## config.mk

```make
export PLATFORM = sky130hd
export DESIGN_NAME = bsle_ctrl
export DESIGN_NICKNAME = d
export VERILOG_FILES = /design/src/rtl/bsle_pkg.sv /design/src/rtl/bsle_ctrl.sv
export SDC_FILE = /design/constraint.sdc
export NUM_CORES = 1
export LEC_CHECK = 0
export BUFFER_PORTS_ARGS = -buffer_cell sky130_fd_sc_hd__buf_2
export CORE_MARGIN = 5
export CORE_UTILIZATION = 30
export DETAILED_ROUTE_END_ITERATION = 10
export SKIP_LAST_GASP = 1
export SYNTH_ARGS = -nofsm -noshare
export SYNTH_HDL_FRONTEND = slang
export SYNTH_SLANG_ARGS = --single-unit
export TNS_END_PERCENT = 50
```

## constraint.sdc

```tcl
create_clock -name clk -period 5.8 [get_ports clk]
set_input_delay 1.16 -clock clk [delete_from_list [all_inputs] [get_ports clk]]
set_output_delay 1.16 -clock clk [all_outputs]
set_load 0.03 [all_outputs]
```

## src/rtl/bsle_pkg.sv

```systemverilog
// Shared types and constants of the bounded sorted list engine.
`default_nettype none
package bsle_pkg;

  localparam int unsigned CAPACITY_DEF = 1024;
  localparam int unsigned DATA_W = 32;
  localparam int unsigned COUNT_OUT_W = 11;

  typedef enum logic [2:0] {
    OP_INS_HEAD   = 3'd0,
    OP_INS_TAIL   = 3'd1,
    OP_INS_SORTED = 3'd2,
    OP_REM_HEAD   = 3'd3,
    OP_REM_TAIL   = 3'd4,
    OP_REM_VALUE  = 3'd5,
    OP_MEMBER     = 3'd6
  } opcode_t;

  // Test applied to each stored element during a walk.
  typedef enum logic [1:0] {
    PRED_NEVER  = 2'd0,
    PRED_FIRST  = 2'd1,
    PRED_NOT_LT = 2'd2,
    PRED_EQ     = 2'd3
  } pred_t;

  typedef enum logic [1:0] {
    KIND_INS = 2'd0,
    KIND_REM = 2'd1,
    KIND_MEM = 2'd2
  } walk_kind_t;

  typedef struct packed {
    logic                          success;
    logic signed [DATA_W-1:0]      value_out;
    logic [COUNT_OUT_W-1:0]        entry_count;
    logic                          is_empty;
  } result_t;

endpackage
`default_nettype wire

```

## src/rtl/bsle_ctrl.sv

```systemverilog
// Sequencer that walks the list memory to insert, remove and search elements.
`default_nettype none
module bsle_ctrl #(
  parameter int unsigned CAPACITY = bsle_pkg::CAPACITY_DEF
) (
  input  wire logic                            clk,
  input  wire logic                            rst_n,
  input  wire logic                            start,
  input  wire logic [2:0]                      opcode,
  input  wire logic signed [bsle_pkg::DATA_W-1:0] value_in,
  output logic                                 idle,
  output logic                                 res_valid,
  input  wire logic                            res_take,
  output bsle_pkg::result_t                    res,
  output logic                                 mem_rd_en,
  output logic [$clog2(CAPACITY)-1:0]          mem_rd_addr,
  input  wire logic [bsle_pkg::DATA_W-1:0]     mem_rd_data,
  output logic                                 mem_wr_en,
  output logic [$clog2(CAPACITY)-1:0]          mem_wr_addr,
  output logic [bsle_pkg::DATA_W-1:0]          mem_wr_data
);
  import bsle_pkg::*;

  localparam int unsigned AW = $clog2(CAPACITY);
  localparam int unsigned CW = $clog2(CAPACITY + 1);
  localparam int unsigned EW = CW + COUNT_OUT_W;
  localparam logic [CW-1:0] CAP_C = CW'(CAPACITY);
  localparam logic [CW-1:0] ONE_C = CW'(1);

  typedef enum logic [3:0] {
    S_IDLE    = 4'b0001,
    S_WALK    = 4'b0010,
    S_INS_END = 4'b0100,
    S_FIN     = 4'b1000
  } state_t;

  state_t              state_r, state_nxt;
  logic [CW-1:0]       cnt_r, cnt_nxt;
  logic [2:0]          op_r, op_nxt;
  logic [DATA_W-1:0]   val_r, val_nxt;
  pred_t               pred_r, pred_nxt;
  walk_kind_t          kind_r, kind_nxt;
  logic [CW-1:0]       rd_idx_r, rd_idx_nxt;
  logic                p_vld_r, p_vld_nxt;
  logic [CW-1:0]       p_idx_r, p_idx_nxt;
  logic                found_r, found_nxt;
  logic                ok_r, ok_nxt;
  logic [DATA_W-1:0]   carry_r, carry_nxt;
  logic [DATA_W-1:0]   removed_r, removed_nxt;

  logic                hit;
  logic                full;
  logic                last;
  logic [EW-1:0]       cnt_ext;

  always_comb begin
    case (pred_r)
      PRED_FIRST:  hit = 1'b1;
      PRED_NOT_LT: hit = !($signed(mem_rd_data) < $signed(val_r));
      PRED_EQ:     hit = (mem_rd_data == val_r);
      default:     hit = 1'b0;
    endcase
  end

  assign full = (cnt_r >= CAP_C);
  assign last = (p_idx_r == cnt_r - ONE_C);

  always_comb begin
    state_nxt   = state_r;
    cnt_nxt     = cnt_r;
    op_nxt      = op_r;
    val_nxt     = val_r;
    pred_nxt    = pred_r;
    kind_nxt    = kind_r;
    rd_idx_nxt  = rd_idx_r;
    p_vld_nxt   = 1'b0;
    p_idx_nxt   = rd_idx_r;
    found_nxt   = found_r;
    ok_nxt      = ok_r;
    carry_nxt   = carry_r;
    removed_nxt = removed_r;
    mem_rd_en   = 1'b0;
    mem_rd_addr = rd_idx_r[AW-1:0];
    mem_wr_en   = 1'b0;
    mem_wr_addr = p_idx_r[AW-1:0];
    mem_wr_data = carry_r;

    case (state_r)
      S_IDLE: begin
        if (start) begin
          op_nxt      = opcode;
          val_nxt     = value_in;
          found_nxt   = 1'b0;
          ok_nxt      = 1'b0;
          removed_nxt = '0;
          rd_idx_nxt  = '0;
          pred_nxt    = PRED_NEVER;
          kind_nxt    = KIND_INS;
          state_nxt   = S_FIN;
          case (opcode)
            OP_INS_HEAD, OP_INS_SORTED: begin
              pred_nxt = (opcode == OP_INS_HEAD) ? PRED_FIRST : PRED_NOT_LT;
              if (!full) begin
                state_nxt = (cnt_r == '0) ? S_INS_END : S_WALK;
              end
            end
            OP_INS_TAIL: begin
              if (!full) begin
                state_nxt = S_INS_END;
              end
            end
            OP_REM_HEAD, OP_REM_TAIL, OP_REM_VALUE, OP_MEMBER: begin
              kind_nxt = (opcode == OP_MEMBER) ? KIND_MEM : KIND_REM;
              pred_nxt = (opcode == OP_REM_HEAD || opcode == OP_REM_TAIL) ?
                         PRED_FIRST : PRED_EQ;
              // Tail removal reads just the last element.
              if (opcode == OP_REM_TAIL) begin
                rd_idx_nxt = cnt_r - ONE_C;
              end
              if (cnt_r != '0) begin
                state_nxt = S_WALK;
              end
            end
            default: state_nxt = S_FIN;
          endcase
        end
      end

      S_WALK: begin
        // Reads run one element ahead of the data being processed.
        if (rd_idx_r < cnt_r) begin
          mem_rd_en  = 1'b1;
          rd_idx_nxt = rd_idx_r + ONE_C;
          p_vld_nxt  = 1'b1;
        end
        if (p_vld_r) begin
          case (kind_r)
            KIND_INS: begin
              if (found_r) begin
                mem_wr_en   = 1'b1;
                mem_wr_data = carry_r;
                carry_nxt   = mem_rd_data;
              end else if (hit) begin
                mem_wr_en   = 1'b1;
                mem_wr_data = val_r;
                carry_nxt   = mem_rd_data;
                found_nxt   = 1'b1;
              end
              if (last) begin
                state_nxt = S_INS_END;
              end
            end
            KIND_REM: begin
              if (found_r) begin
                mem_wr_en   = 1'b1;
                mem_wr_addr = AW'(p_idx_r - ONE_C);
                mem_wr_data = mem_rd_data;
              end else if (hit) begin
                found_nxt   = 1'b1;
                removed_nxt = mem_rd_data;
              end
              if (last) begin
                if (found_nxt) begin
                  cnt_nxt = cnt_r - ONE_C;
                end
                ok_nxt    = found_nxt;
                state_nxt = S_FIN;
              end
            end
            default: begin
              if (hit || last) begin
                ok_nxt    = hit;
                state_nxt = S_FIN;
              end
            end
          endcase
        end
      end

      S_INS_END: begin
        mem_wr_en   = 1'b1;
        mem_wr_addr = cnt_r[AW-1:0];
        mem_wr_data = found_r ? carry_r : val_r;
        cnt_nxt     = cnt_r + ONE_C;
        ok_nxt      = 1'b1;
        state_nxt   = S_FIN;
      end

      S_FIN: begin
        if (res_take) begin
          state_nxt = S_IDLE;
        end
      end

      default: state_nxt = S_IDLE;
    endcase
  end

  always_ff @(posedge clk) begin
    if (!rst_n) begin
      state_r <= S_IDLE;
      cnt_r   <= '0;
      p_vld_r <= 1'b0;
    end else begin
      state_r <= state_nxt;
      cnt_r   <= cnt_nxt;
      p_vld_r <= p_vld_nxt;
    end
  end

  always_ff @(posedge clk) begin
    op_r      <= op_nxt;
    val_r     <= val_nxt;
    pred_r    <= pred_nxt;
    kind_r    <= kind_nxt;
    rd_idx_r  <= rd_idx_nxt;
    p_idx_r   <= p_idx_nxt;
    found_r   <= found_nxt;
    ok_r      <= ok_nxt;
    carry_r   <= carry_nxt;
    removed_r <= removed_nxt;
  end

  assign cnt_ext = EW'(cnt_r);
  assign idle      = (state_r == S_IDLE);
  assign res_valid = (state_r == S_FIN);

  always_comb begin
    res.success     = ok_r;
    res.value_out   = (ok_r && (op_r == OP_REM_HEAD || op_r == OP_REM_TAIL)) ?
                      removed_r : '0;
    res.entry_count = cnt_ext[COUNT_OUT_W-1:0];
    res.is_empty    = (cnt_r == '0);
  end

`ifndef SYNTHESIS
  a_cnt_bound: assert property (@(posedge clk) disable iff (!rst_n)
    cnt_r <= CAP_C) else $error("element count beyond capacity");
  a_no_idle_write: assert property (@(posedge clk) disable iff (!rst_n)
    (state_r == S_IDLE || state_r == S_FIN) |-> !mem_wr_en)
    else $error("memory written outside a walk");
  a_ins_count: assert property (@(posedge clk) disable iff (!rst_n)
    state_r == S_INS_END |=> cnt_r == $past(cnt_r) + ONE_C)
    else $error("insert did not grow the list");
  a_start_idle: assert property (@(posedge clk) disable iff (!rst_n)
    start |-> state_r == S_IDLE) else $error("item started while busy");
`endif

endmodule
`default_nettype wire

```

==> results.sh <==
export IMPL_clk_pin_slew_ns=0.06
export IMPL_cts_resized_gates=0
export IMPL_power_w=0.003313
export IMPL_final_net_count=1163
export IMPL_crit_buf_inv=2
export IMPL_wl_mm=29.58
export IMPL_syn_nets=1014
export IMPL_yosysTopAreaCellShare_pct=39.00
export IMPL_die_h_microns=182.6
export IMPL_timing_final_max_slew_violations=0
export IMPL_finalSetupViolCount=0
export IMPL_synth_seq_cells=143
export IMPL_viasPerCell=5.417
export IMPL_crit_chain="buf_2 -> ha_1 -> nand4_1 -> or4_4 -> nand2b_4 -> a311oi_4 -> o41ai_4 -> nor2_2 -> o221ai_1 -> nand2_1 -> buf_2"
export IMPL_cts_root_buf="clkbuf_16"
export IMPL_tightest_slew_ns=0.9903
export IMPL_async_flop_share_pct=0
export IMPL_io_pins=172
export IMPL_grt_overflow=0
export IMPL_combPwrFrac_pct=24.1
export IMPL_fin_skew_ns=0.01240
export IMPL_grt_total_usage_pct=17.36
export IMPL_avgSynthCellArea_sq_um=9.958
export IMPL_synthToLayoutAreaGrowth_pct=19.97
export IMPL_tritoncts="done"
export IMPL_ys_top_cells_by_area="edfxtp_1 (39%), ha_1 (6.4%), dfxtp_1 (6.1%), and3_1 (3.5%), nand2_1 (3.0%)"
export IMPL_num_vias=7844
export IMPL_drtIter0Drc=771
export IMPL_dpl_cell_area_sq_um=10150
export IMPL_ys_flop_type="edfxtp_1"
export IMPL_drc=0
export IMPL_cp_slowest_stage_delay_ns=0.57
export IMPL_internal_power_w=0.002176
export IMPL_swShare_pct=34.33
export IMPL_crit_type="in2out"
export IMPL_synthMostInstantiatedCell="edfxtp_1"
export IMPL_die_x_microns=182.6
export IMPL_holdBufCountCts=0
export IMPL_post_route_min_period_ns=5.395
export IMPL_hpwl_mm=21.56
export IMPL_antenna_found_initial=1
export IMPL_max_cap_violations=0
export IMPL_end_kind="output pin"
export IMPL_synthCells=897
export IMPL_firstDrtPassIters=6
export IMPL_drive_gt1_share_pct=24.60
export IMPL_leakagePower_nw=4.505
export IMPL_slowest_stage="or4_4"
export IMPL_fin_area_sq_um=10720
export IMPL_cp_required_ns=4.64
export IMPL_synth_edf_count=116
export IMPL_crit_path_frequent_cell="buf_2"
export IMPL_critPathMaxFanout=10
export IMPL_period_share_pct=93.03
export IMPL_htreeDepth=4
export IMPL_outcome="finished, final reports clean"
export IMPL_port_buffers=171
export IMPL_cp_arrival_ns=4.24
export IMPL_ys_types=82
export IMPL_synth_area_sq_um=8932
export IMPL_gp_congestion=0.8857
export IMPL_insertion_delay_ns=0.42
export IMPL_fin_cells=1448
export IMPL_clock_power_share_pct=33.1
export IMPL_ys_seq_area_share_pct=45.05
export IMPL_dp_cells=1417
export IMPL_seqPwrFrac_pct=42.8
export IMPL_hold_path_class="reg2reg"
export IMPL_grt_pass1_vias=7607
export IMPL_tns_ns=0
export IMPL_maxSlewHeadroom_pct=33.98
export IMPL_max_clock_path_buffers=2
export IMPL_ant_nets=0
export IMPL_cts_buffers=17
export IMPL_wire_per_inst_microns=20.43
export IMPL_initial_core_util_pct=30.30
export IMPL_ys_top_cells_by_count="edfxtp_1 (116), nand2_1 (72), inv_1 (57)"
export IMPL_grt_first_pass_wirelength_mm=45.39
export IMPL_cts_sinks=143
export IMPL_p_sw_w=0.001137
export IMPL_die_area_sq_um=33320
export IMPL_coreArea_sq_um=29480
export IMPL_vdd_drop_max_v=0.0001674
export IMPL_nFillCells=2985
export IMPL_grt_max_degree=56
export IMPL_postCtsSetupBuffers=0
export IMPL_startpoint_type="primary input"
export IMPL_synth_top_area_cell="edfxtp_1"
export IMPL_powerDensity_nw_per_um2=309.1
export IMPL_final_hold_violation_count=0
export IMPL_rows=63
export IMPL_crit_family="simple AND/OR/NAND/NOR gates"
export IMPL_fmax_mhz=185.3
export IMPL_synth_warnings=0
export IMPL_rsz0062_at_grt="no"
==> metal layers <==
layer	vias to the layer above	GRT usage, %	wire length (microns)	part of all wire (%)
li1	3676	-	-	-
met1	3777	23.52	12890	44
met2	361	28.86	14240	48
met3	30	3.209	2100	7.1
met4	0	4.053	346	1.2
met5	-	0	0	0
==> registers in the layout, summed over array words and instances, names as in the netlist <==
register   count
carry_r       32
cnt_r         11
found_r        1
kind_r         2
ok_r           1
op_r           3
p_idx_nxt     11
p_idx_r       11
p_vld_r        1
pred_r         2
removed_r     32
state_r        4
val_r         32
==> power by group through the flow <==
stage | clock (W) | sequential, W | combinational, W
2_1_floorplan | 0 | 0.00137 | 0.000592
5_1_grt | 0.00116 | 0.00144 | 0.000874
4_1_cts | 0.00111 | 0.00141 | 0.000805
6_report | 0.00110 | 0.00142 | 0.000799
3_5_place_dp | 0 | 0.00144 | 0.000801
3_3_place_gp | 0 | 0.00143 | 0.000793
==> per-stage QoR <==
step                      utilization (%)  hold WS (ns)  setup WS, ns
after floorplan                         -        0.3937        0.8452
after global placement              34.42        0.4170        0.4776
after detailed placement            34.42        0.4229        0.4429
after CTS                           36.34        0.4368        0.4246
after global routing                36.35        0.4508        0.2847
final                               36.35        0.4350        0.4045
==> worst paths after layout <==
path                           startpoint                    end  slack, ns  cells past startpoint
hold / removal    p_idx_nxt[10]$_DFFE_PP_    p_idx_r[10]$_DFF_P_       0.44                      0
setup reg to reg      val_r[21]$_DFFE_PP_  carry_r[15]$_DFFE_PP_       2.02                     10
hold reg to reg   p_idx_nxt[10]$_DFFE_PP_    p_idx_r[10]$_DFF_P_       0.44                      0
setup / recovery          mem_rd_data[19]        mem_wr_data[28]       0.40                     11
==> layout by cell type (no fill, tap or decap), types with 4 or more instances in the layout <==
| cell type | Yosys | routed |
|---|---|---|
| nor2b_1 | 6 | 6 |
| o21ai_0 | 49 | 47 |
| a22oi_1 | 14 | 14 |
| and2_1 | 31 | 31 |
| o22ai_1 | 17 | 17 |
| xnor2_1 | 21 | 21 |
| mux2i_1 | 10 | 10 |
| o221ai_1 | 19 | 19 |
| dfxtp_1 | 27 | 27 |
| and3_1 | 50 | 50 |
| o211ai_1 | 12 | 12 |
| inv_1 | 57 | 56 |
| nand2_1 | 72 | 72 |
| clkbuf_16 | 0 | 17 |
| nand3_1 | 21 | 21 |
| a21oi_1 | 36 | 36 |
| a21o_1 | 8 | 8 |
| xor2_1 | 9 | 9 |
| nor3_1 | 15 | 15 |
| a222oi_1 | 7 | 7 |
| a31oi_1 | 4 | 4 |
| nor2_1 | 48 | 46 |
| buf_2 | 6 | 171 |
| nor4_1 | 6 | 6 |
| edfxtp_1 | 116 | 116 |
| buf_4 | 11 | 21 |
| ha_1 | 46 | 46 |
| o21ai_1 | 9 | 9 |
| a211oi_1 | 6 | 6 |
| nand4_1 | 12 | 12 |
| nand2b_1 | 7 | 7 |
| a221o_1 | 17 | 17 |
| or3_1 | 15 | 15 |
==> area by class of cell <==
type / instances / area (sq um) / area share [%]
Multi-Input combinational cell: 632 / 4395 / 41.02
Tap cell: 390 / 488.0 / 4.553
Timing Repair Buffer: 192 / 1013 / 9.457
Sequential cell: 143 / 4024 / 37.55
Clock inverter: 12 / 138.9 / 1.296
Antenna cell: 1 / 2.502 / 0.02335
Clock buffer: 18 / 429.2 / 4.005
Inverter: 60 / 225.2 / 2.102
==> kinds of logic after synthesis <==
| group | synth area share, % |
|---|---|
| adder cells (fa/ha/maj) | 6.443 |
| buffers and inverters | 6.037 |
| AO/OA/AOI/OAI | 18.94 |
| multiplexers | 1.247 |
| AND/OR/NAND/NOR | 18.91 |
| flip-flops | 45.05 |
| XOR/XNOR | 3.376 |
==> worst reg2reg max path: cells and delay by family, from the launching register on <==
| family | cells | cell delay [ns] |
|---|---|---|
| adder cells (fa/ha/maj) | 1 | 0.32 |
| AND/OR/NAND/NOR | 5 | 1.56 |
| flip-flops | 1 | 0.38 |
| AO/OA/AOI/OAI | 1 | 0.42 |
| buffers and inverters | 3 | 0.76 |
Power figures use the tool's default switching activity.
